===== src/rtl/display_list_builder_core_macros.svh =====
// Assertion macros for the display list builder core.
`ifndef DISPLAY_LIST_BUILDER_CORE_MACROS_SVH
`define DISPLAY_LIST_BUILDER_CORE_MACROS_SVH

// Same-cycle implication, sampled on clk, off during reset.
`define DLB_ASSERT_IMP(lbl, ante, cons, msg) \
    lbl: assert property (@(posedge clk) disable iff (!rst_n) (ante) |-> (cons)) \
        else $error(msg);

// Next-cycle implication, sampled on clk, off during reset.
`define DLB_ASSERT_NXT(lbl, ante, cons, msg) \
    lbl: assert property (@(posedge clk) disable iff (!rst_n) (ante) |=> (cons)) \
        else $error(msg);

`endif


===== src/rtl/dlb_pkg.sv =====
// Shared types, codes and control program for the display list builder.
package dlb_pkg;

    localparam logic [1:0] KIND_RESET  = 2'd0;
    localparam logic [1:0] KIND_BLANK  = 2'd1;
    localparam logic [1:0] KIND_LINE   = 2'd2;
    localparam logic [1:0] KIND_FINISH = 2'd3;

    localparam logic [7:0]  BLANK8_BYTE = 8'h70;
    localparam logic [7:0]  JVB_BYTE    = 8'h41;
    localparam logic [7:0]  NO_INDEX    = 8'hff;
    localparam logic [7:0]  INT_BIT     = 8'h80;
    localparam logic [7:0]  ADDR_BIT    = 8'h40;
    localparam logic [15:0] BASE_RESET  = 16'h9700;

    localparam logic [2:0] SEL_BLANK8  = 3'd0;
    localparam logic [2:0] SEL_TAIL    = 3'd1;
    localparam logic [2:0] SEL_MODE    = 3'd2;
    localparam logic [2:0] SEL_ADDR_LO = 3'd3;
    localparam logic [2:0] SEL_ADDR_HI = 3'd4;
    localparam logic [2:0] SEL_JVB     = 3'd5;
    localparam logic [2:0] SEL_BASE_LO = 3'd6;
    localparam logic [2:0] SEL_BASE_HI = 3'd7;

    localparam logic [2:0] OP_NONE  = 3'd0;
    localparam logic [2:0] OP_SUB8  = 3'd1;
    localparam logic [2:0] OP_INTR  = 3'd2;
    localparam logic [2:0] OP_LATCH = 3'd3;
    localparam logic [2:0] OP_CLEAR = 3'd4;

    localparam logic [1:0] FIN_NO     = 2'd0;
    localparam logic [1:0] FIN_YES    = 2'd1;
    localparam logic [1:0] FIN_NOADDR = 2'd2;

    localparam logic C_ALWAYS = 1'b0;
    localparam logic C_BIG    = 1'b1;

    localparam logic [3:0] ENT_RESET  = 4'd0;
    localparam logic [3:0] ENT_BLANK  = 4'd1;
    localparam logic [3:0] ENT_LINE   = 4'd3;
    localparam logic [3:0] ENT_FINISH = 4'd6;

    typedef struct packed {
        logic       cond;
        logic       emit;
        logic [2:0] sel;
        logic [1:0] fin;
        logic [2:0] op;
        logic       jmp;
        logic [3:0] tgt;
    } ctrl_t;

    typedef struct packed {
        logic big;
        logic has_addr;
    } flags_t;

    typedef struct packed {
        logic       emit;
        logic       last;
        logic [2:0] sel;
        logic [2:0] op;
    } step_t;

    function automatic ctrl_t rom_word(input logic [3:0] addr);
        ctrl_t w;
        w.cond = C_ALWAYS;
        w.emit = 1'b0;
        w.sel  = SEL_JVB;
        w.fin  = FIN_YES;
        w.op   = OP_NONE;
        w.jmp  = 1'b0;
        w.tgt  = 4'd0;
        case (addr)
            4'd0:
            begin
                w.op = OP_CLEAR;
            end
            4'd1:
            begin
                w.cond = C_BIG;
                w.emit = 1'b1;
                w.sel  = SEL_BLANK8;
                w.fin  = FIN_NO;
                w.op   = OP_SUB8;
                w.jmp  = 1'b1;
                w.tgt  = ENT_BLANK;
            end
            4'd2:
            begin
                w.emit = 1'b1;
                w.sel  = SEL_TAIL;
            end
            4'd3:
            begin
                w.emit = 1'b1;
                w.sel  = SEL_MODE;
                w.fin  = FIN_NOADDR;
                w.op   = OP_INTR;
            end
            4'd4:
            begin
                w.emit = 1'b1;
                w.sel  = SEL_ADDR_LO;
                w.fin  = FIN_NO;
            end
            4'd5:
            begin
                w.emit = 1'b1;
                w.sel  = SEL_ADDR_HI;
            end
            4'd6:
            begin
                w.emit = 1'b1;
                w.sel  = SEL_JVB;
                w.fin  = FIN_NO;
            end
            4'd7:
            begin
                w.emit = 1'b1;
                w.sel  = SEL_BASE_LO;
                w.fin  = FIN_NO;
            end
            4'd8:
            begin
                w.emit = 1'b1;
                w.sel  = SEL_BASE_HI;
                w.op   = OP_LATCH;
            end
            default:
            begin
                w.emit = 1'b0;
            end
        endcase
        return w;
    endfunction

    function automatic logic [3:0] entry_point(input logic [1:0] kind);
        logic [3:0] e;
        case (kind)
            KIND_RESET:  e = ENT_RESET;
            KIND_BLANK:  e = ENT_BLANK;
            KIND_LINE:   e = ENT_LINE;
            KIND_FINISH: e = ENT_FINISH;
            default:     e = ENT_RESET;
        endcase
        return e;
    endfunction

endpackage


===== src/rtl/dlb_seq.sv =====
// Microcode sequencer: step counter, control ROM and conditional jumps.
module dlb_seq (
    input  logic            clk,
    input  logic            rst_n,
    input  logic            start,
    input  logic [1:0]      kind,
    input  logic            adv,
    input  dlb_pkg::flags_t flags,
    output logic            busy,
    output dlb_pkg::step_t  step
);

    logic          busy_reg;
    logic          busy_next;
    logic [3:0]    upc_reg;
    logic [3:0]    upc_next;
    dlb_pkg::ctrl_t word;
    logic          exec;
    logic          fin_true;
    logic          fire;

    assign word = dlb_pkg::rom_word(upc_reg);
    assign exec = (word.cond == dlb_pkg::C_ALWAYS) || flags.big;
    assign fire = busy_reg && adv && exec;

    always_comb
    begin
        case (word.fin)
            dlb_pkg::FIN_NO:     fin_true = 1'b0;
            dlb_pkg::FIN_YES:    fin_true = 1'b1;
            dlb_pkg::FIN_NOADDR: fin_true = !flags.has_addr;
            default:             fin_true = 1'b1;
        endcase
    end

    always_comb
    begin
        busy_next = busy_reg;
        upc_next  = upc_reg;
        if (start)
        begin
            busy_next = 1'b1;
            upc_next  = dlb_pkg::entry_point(kind);
        end
        else if (busy_reg && adv)
        begin
            if (!exec)
            begin
                upc_next = upc_reg + 4'd1;
            end
            else if (fin_true)
            begin
                busy_next = 1'b0;
            end
            else if (word.jmp)
            begin
                upc_next = word.tgt;
            end
            else
            begin
                upc_next = upc_reg + 4'd1;
            end
        end
    end

    always_ff @(posedge clk or negedge rst_n)
    begin
        if (!rst_n)
        begin
            busy_reg <= 1'b0;
            upc_reg  <= 4'd0;
        end
        else
        begin
            busy_reg <= busy_next;
            upc_reg  <= upc_next;
        end
    end

    assign busy      = busy_reg;
    assign step.emit = fire && word.emit;
    assign step.last = fin_true;
    assign step.sel  = word.sel;
    assign step.op   = fire ? word.op : dlb_pkg::OP_NONE;

endmodule


===== src/rtl/display_list_builder_core.sv =====
// The first list byte is emitted by a sequencer step once the accepted command is registered
// into the step counter; each microcode step emits at most one byte into one output register.
// Bytes per request: reset none, mode line 1 or 3, finish 3, blank floor((n-1)/8) blank
// bytes of 0x70 followed by one tail byte (n of 0 counts as 1).
// A stalled output register holds the sequencer. Reset: asynchronous, active low;
// clears position, interrupt count, sets line total to 1 and base to 0x9700.
module display_list_builder_core (
    input  logic        clk,
    input  logic        rst_n,
    // kind [1:0]
    input  logic [1:0]  s_tuser,
    // line_mode [7:0], blank_lines [15:8], has_address [16], scan_address [32:17],
    // want_interrupt [33], zero [39:34]
    input  logic [39:0] s_tdata,
    input  logic        s_tvalid,
    output logic        s_tready,
    // list_byte [7:0], byte_position [15:8], interrupt_index [23:16],
    // interrupt_lines [31:24]
    output logic [31:0] m_tdata,
    output logic        m_tlast,
    output logic        m_tvalid,
    input  logic        m_tready,
    input  logic [15:0] cfg_data,
    input  logic        cfg_valid,
    output logic        cfg_ready
);

    logic            busy;
    logic            accept;
    logic            adv;
    dlb_pkg::flags_t flags;
    dlb_pkg::step_t  step;

    logic [1:0]  kind_reg;
    logic [7:0]  mode_reg;
    logic [7:0]  n_reg;
    logic [7:0]  n_next;
    logic        has_reg;
    logic [15:0] addr_reg;
    logic        want_reg;

    logic [15:0] base_reg;
    logic [7:0]  wp_reg;
    logic [7:0]  wp_next;
    logic [7:0]  cnt_reg;
    logic [7:0]  cnt_next;
    logic [7:0]  total_reg;
    logic [7:0]  total_next;

    logic        out_valid_reg;
    logic        out_valid_next;
    logic [31:0] out_data_reg;
    logic        out_last_reg;

    logic [7:0]  n_minus1;
    logic [7:0]  new_total;
    logic [7:0]  byte_val;
    logic [7:0]  idx_val;
    logic [7:0]  lines_val;

    assign s_tready  = !busy;
    assign accept    = s_tvalid && s_tready;
    assign adv       = !out_valid_reg || m_tready;
    assign cfg_ready = 1'b1;

    assign flags.big      = n_reg > 8'd8;
    assign flags.has_addr = has_reg;

    dlb_seq u_seq (
        .clk   (clk),
        .rst_n (rst_n),
        .start (accept),
        .kind  (s_tuser),
        .adv   (adv),
        .flags (flags),
        .busy  (busy),
        .step  (step)
    );

    assign n_minus1  = n_reg - 8'd1;
    assign new_total = (cnt_reg != 8'd0) ? cnt_reg : 8'd1;

    always_comb
    begin
        case (step.sel)
            dlb_pkg::SEL_BLANK8:  byte_val = dlb_pkg::BLANK8_BYTE;
            dlb_pkg::SEL_TAIL:    byte_val = {1'b0, n_minus1[2:0], 4'b0000};
            dlb_pkg::SEL_MODE:    byte_val = mode_reg
                                           | (want_reg ? dlb_pkg::INT_BIT : 8'h00)
                                           | (has_reg ? dlb_pkg::ADDR_BIT : 8'h00);
            dlb_pkg::SEL_ADDR_LO: byte_val = addr_reg[7:0];
            dlb_pkg::SEL_ADDR_HI: byte_val = addr_reg[15:8];
            dlb_pkg::SEL_JVB:     byte_val = dlb_pkg::JVB_BYTE;
            dlb_pkg::SEL_BASE_LO: byte_val = base_reg[7:0];
            dlb_pkg::SEL_BASE_HI: byte_val = base_reg[15:8];
            default:              byte_val = 8'h00;
        endcase
    end

    assign idx_val   = ((step.sel == dlb_pkg::SEL_MODE) && want_reg) ? cnt_reg
                                                                      : dlb_pkg::NO_INDEX;
    assign lines_val = (kind_reg == dlb_pkg::KIND_FINISH) ? new_total : total_reg;

    always_comb
    begin
        n_next     = n_reg;
        wp_next    = wp_reg;
        cnt_next   = cnt_reg;
        total_next = total_reg;
        if (accept)
        begin
            n_next = (s_tdata[15:8] == 8'd0) ? 8'd1 : s_tdata[15:8];
        end
        if (step.emit)
        begin
            wp_next = wp_reg + 8'd1;
        end
        case (step.op)
            dlb_pkg::OP_NONE:  ;
            dlb_pkg::OP_SUB8:  n_next = n_reg - 8'd8;
            dlb_pkg::OP_INTR:
            begin
                if (want_reg && (cnt_reg != 8'hff))
                begin
                    cnt_next = cnt_reg + 8'd1;
                end
            end
            dlb_pkg::OP_LATCH: total_next = new_total;
            dlb_pkg::OP_CLEAR:
            begin
                wp_next    = 8'd0;
                cnt_next   = 8'd0;
                total_next = 8'd1;
            end
            default: ;
        endcase
    end

    always_comb
    begin
        out_valid_next = out_valid_reg;
        if (step.emit)
        begin
            out_valid_next = 1'b1;
        end
        else if (m_tready)
        begin
            out_valid_next = 1'b0;
        end
    end

    always_ff @(posedge clk or negedge rst_n)
    begin
        if (!rst_n)
        begin
            base_reg      <= dlb_pkg::BASE_RESET;
            wp_reg        <= 8'd0;
            cnt_reg       <= 8'd0;
            total_reg     <= 8'd1;
            n_reg         <= 8'd1;
            out_valid_reg <= 1'b0;
        end
        else
        begin
            if (cfg_valid && cfg_ready)
            begin
                base_reg <= cfg_data;
            end
            wp_reg        <= wp_next;
            cnt_reg       <= cnt_next;
            total_reg     <= total_next;
            n_reg         <= n_next;
            out_valid_reg <= out_valid_next;
        end
    end

    always_ff @(posedge clk)
    begin
        if (accept)
        begin
            kind_reg <= s_tuser;
            mode_reg <= s_tdata[7:0];
            has_reg  <= s_tdata[16];
            addr_reg <= s_tdata[32:17];
            want_reg <= s_tdata[33];
        end
        if (step.emit)
        begin
            out_data_reg <= {lines_val, idx_val, wp_reg, byte_val};
            out_last_reg <= step.last;
        end
    end

    assign m_tvalid = out_valid_reg;
    assign m_tdata  = out_data_reg;
    assign m_tlast  = out_last_reg;

`include "display_list_builder_core_macros.svh"

    `DLB_ASSERT_NXT(a_emit_shows, step.emit, m_tvalid, "emitted byte not presented")
    `DLB_ASSERT_NXT(a_wp_step, step.emit && (step.op != dlb_pkg::OP_CLEAR),
        wp_reg == $past(wp_reg) + 8'd1, "write position did not advance by one")
    `DLB_ASSERT_NXT(a_cnt_mono, step.op != dlb_pkg::OP_CLEAR,
        cnt_reg >= $past(cnt_reg), "interrupt count went down without clear")
    `DLB_ASSERT_IMP(a_no_emit_stall, out_valid_reg && !m_tready, !step.emit,
        "byte emitted while output held")

endmodule

===== config.mk =====
export PLATFORM = sky130hd
export DESIGN_NAME = display_list_builder_core
export DESIGN_NICKNAME = d
export VERILOG_FILES = /design/src/rtl/dlb_pkg.sv /design/src/rtl/dlb_seq.sv /design/src/rtl/display_list_builder_core.sv
export VERILOG_INCLUDE_DIRS = /design/src /design/src/rtl
export SDC_FILE = /design/constraint.sdc
export NUM_CORES = 1
export LEC_CHECK = 0
export ABC_AREA = 1
export BUFFER_PORTS_ARGS = -buffer_cell sky130_fd_sc_hd__buf_2
export CORE_MARGIN = 2
export CORE_UTILIZATION = 40
export CTS_BUF_LIST = sky130_fd_sc_hd__clkbuf_2 sky130_fd_sc_hd__clkbuf_4 sky130_fd_sc_hd__clkbuf_8
export DETAILED_ROUTE_END_ITERATION = 16
export GPL_TIMING_DRIVEN = 0
export HOLD_SLACK_MARGIN = 0.05
export PLACE_DENSITY = 0.59
export SYNTH_ARGS = -nofsm -noshare
export SYNTH_HDL_FRONTEND = slang
export SYNTH_SLANG_ARGS = --single-unit

===== constraint.sdc =====
create_clock -name clk -period 4.1 [get_ports clk]
set_clock_uncertainty 0.1 [all_clocks]
set_input_delay 0.615 -clock clk [delete_from_list [all_inputs] [get_ports clk]]
set_output_delay 0.615 -clock clk [all_outputs]
set_load 0.02 [all_outputs]

==> metrics <==
multiplexer share of the synthesized area=0.02905; vias in the first global route=3,932; die footprint=14,520 sq um; Vias=4,118; Combinational Power Share=0.393; switching pwr=1.940 mW; post-route setup TNS=0 ns; Max Cap Violations=0; post-route ant nets=0; port bufs=90; synth top area cells=edfxtp_1 34%, dfrtp_1 22%, nand2_1 8.8%; CTS Buf Count=17; Worst Path Arrival=2.62 ns; synth warn=0; GPL Wtd Cong=0.9183; RSZ-0062 raised after global routing=no; sequential fraction of the synthesis area=0.5881; Setup Buffers After CTS=0; CTS Buffer Depth=2; endpoints failing hold=0; # hold bufs at CTS=0; Die Ht=120.5 microns; Fmax achieved=375.2 MHz; area of the multi-input gates=1954 sq um; period utilization=0.6500; # DRC=0; CP Capture Type=register; pins over their slew limit=0; Starting Density=0.4099; ANT cells=0; area share of fa/ha/maj cells after synthesis=0.02536; register area=3192 sq um; layout overhead on the synthesized area=20.24%; worst-margin pin slew=0.8720 ns; Syn Std Cell Area=5428 sq um; switching share of power=0.3967; drt initial violations=308; worst path buffer plus inverter count=3; share of the synthesized area in the top cell type=0.3375; worst rel slew slack=0.4179; die width=120.5 microns; Core ar.=13,240 sq um; Vias/cell=4.897; DR pass1 iterations=5; worst path cell trace=inv_1, ha_1, nand3_2, nand2_2, nor2_8, nand2_2, inv_2, nand2_1, nand2_2, inv_2; Post-Synthesis Cells=543; Reg clk slew, reported paths=0.07 ns; Ports=99; initial antenna violation count=0; clk_lat worst skew=0.44 ns; critical path data required time=4.06 ns; slowest cell on the critical path=inv_2; Global Route Usage Sum=0.1726; Peak VDD IR=0.2830 mV; simple-gate area share of the yosys netlist=0.2301; Clock Sinks=115; xor/xnor share of the synthesized area=0.02420; R2R cell count=10; average size of a mapped cell=9.996 sq um; largest net degree at the start of global routing=55; final setup vio count=0; Max H-tree Level=4; num rows=42; layout cells sized above 1=0.2767; R2R Setup Slk=1.43 ns; Crit Path Max Fanout=41; post-layout min period=2.665 ns; crit-path leading delay family=buffers and inverters; largest family of logic cells by synthesized area=simple AND/OR/NAND/NOR gates; r2r startpoint=u_seq.upc_reg[0]$_DFFE_PN0P_; CP Class=register to register; most frequent CP cell=nand2_2; WL per Instance=13.71 microns; startpoint type of the worst setup path=register; Clk pwr share=0.230; Post-CTS Resized=0; FILL cells=1,290; Worst R2R End=m_tdata[27]$_DFFE_PP_; Largest register FFs=32; first-pass GRT wire length=19.11 mm; Synth cell types=37; Final #Nets=726; final HPWL from detailed placement=8.275 mm; total grt overflow=0; CTS tree=done; post-synth top area cell=edfxtp_1; cell area power density=749.4 nW/um^2; Crit path largest cell delay=0.64 ns; wirelength, routed=11.53 mm; Hold Crit Class=input port to async pin; Lkg Pwr=2.945 nW; Compound-Gate Fraction of Synth Area=0.05071; status=finished clean; internal cell power=2.951 mW; #FFs+latches synth=115; Seq pwr share=0.377; total power=4.891 mW; Net Count, Synth=617; Root Buffer Master=clkbuf_8
cell usage after synthesis:
master and number:
o211ai_1 1, o21ai_0 25, a21oi_1 8, buf_2 6, dfstp_2 7, o22ai_2 1, nor2_8 1, dfrtp_1 47
nor3_1 6, or2_2 1, conb_1 1, nand3_2 4, o31ai_1 2, inv_1 48, clkbuf_1 4, a22oi_1 1
or2_1 1, nand3b_1 1, xnor2_1 4, xor2_1 11, nand4_1 14, nand4_4 1, nor2_4 4, o21ai_1 12
nor2_2 4, nand2_2 8, mux2_2 14, buf_1 1, ha_1 11, nand2_1 127, o21bai_1 1, nor2_1 27
buf_4 2, inv_2 10, edfxtp_1 61, nand3_1 65, nor4_1 1
power by group through the flow:
stage               registers, mW  clock network, mW  logic [mW]
global route                 1.88               1.21        2.17
floorplan                    2.04                  0        1.20
CTS                          1.84               1.16        1.94
finish                       1.84               1.13        1.92
detailed placement           1.86                  0        1.94
global placement             1.86                  0        1.90
metal layers:
layer,part of all wire,track usage,up-vias
li1,-,-,2049
met1,0.44,0.2193,1934
met2,0.48,0.2779,126
met3,0.065,0.05566,9
met4,0.010,0.06032,0
met5,0,0,-
area by class of cell:
class / instances / area share
Inverter: 58 / 0.03336
Multi-Input combinational cell: 357 / 0.2995
Clock buffer: 20 / 0.04026
Buffer: 13 / 0.009969
Timing Repair Buffer: 90 / 0.06940
Clock inverter: 12 / 0.02473
Sequential cell: 115 / 0.4891
Tap cell: 176 / 0.03374
placed cells by master (no fill, tap or decap), drive strengths merged, types with 2 or more instances in the layout:
cell    instances
nand2         135
buf            99
nand3          69
edfxtp         61
inv            58
dfrtp          47
o21ai          37
nor2           36
clkbuf         24
nand4          15
mux2           14
xor2           11
ha             11
a21oi           8
clkinv          8
dfstp           7
nor3            6
xnor2           4
bufinv          4
o31ai           2
or2             2
worst max-delay path by stage:
stage	end	from	depth (start not counted)	slack, ns
2_1_floorplan	addr_reg[0]$_DFFE_PP_	s_tvalid	3	1.84
3_3_place_gp	u_seq.upc_reg[2]$_DFFE_PN0P_	s_tvalid	8	1.20
3_5_place_dp	m_tdata[10]$_DFFE_PP_	u_seq.upc_reg[0]$_DFFE_PN0P_	10	1.45
4_1_cts	m_tdata[29]$_DFFE_PP_	u_seq.upc_reg[0]$_DFFE_PN0P_	10	1.42
5_1_grt	wp_reg[4]$_DFFE_PN0P_	u_seq.upc_reg[0]$_DFFE_PN0P_	12	1.18
6_report	m_tdata[27]$_DFFE_PP_	u_seq.upc_reg[0]$_DFFE_PN0P_	10	1.43
cells by family after synthesis:
kind of cell             count (synthesis)
multiplexers                            14
buffers and inverters                   71
adder cells (fa/ha/maj)                 11
flip-flops                             115
AO/OA/AOI/OAI                           51
XOR/XNOR                                15
other                                    1
AND/OR/NAND/NOR                        265
worst reg2reg max path, delay by kind of cell (launching register included):
kind                       cells  cell delay [ns]
and+or+nand+nor                6             0.64
DFF                            1             0.44
buffers and inverters          3             0.83
adders and majority gates      1             0.25
per-stage QoR:
| stage | cells | area (sq um) | worst slack, ns | util | hold WS [ns] |
|---|---|---|---|---|---|
| floorplan | 543 | 5428 | 1.837 | - | 0.2194 |
| global placement | 809 | 6098 | 1.195 | 0.4605 | 0.3360 |
| detailed placement | 809 | 6100 | 1.449 | 0.4606 | 0.3401 |
| CTS | 841 | 6524 | 1.420 | 0.4926 | 0.2060 |
| global route | 841 | 6526 | 1.179 | 0.4928 | 0.1632 |
| finish | 841 | 6526 | 1.435 | 0.4928 | 0.1314 |
(Power assumes the default switching activity.)
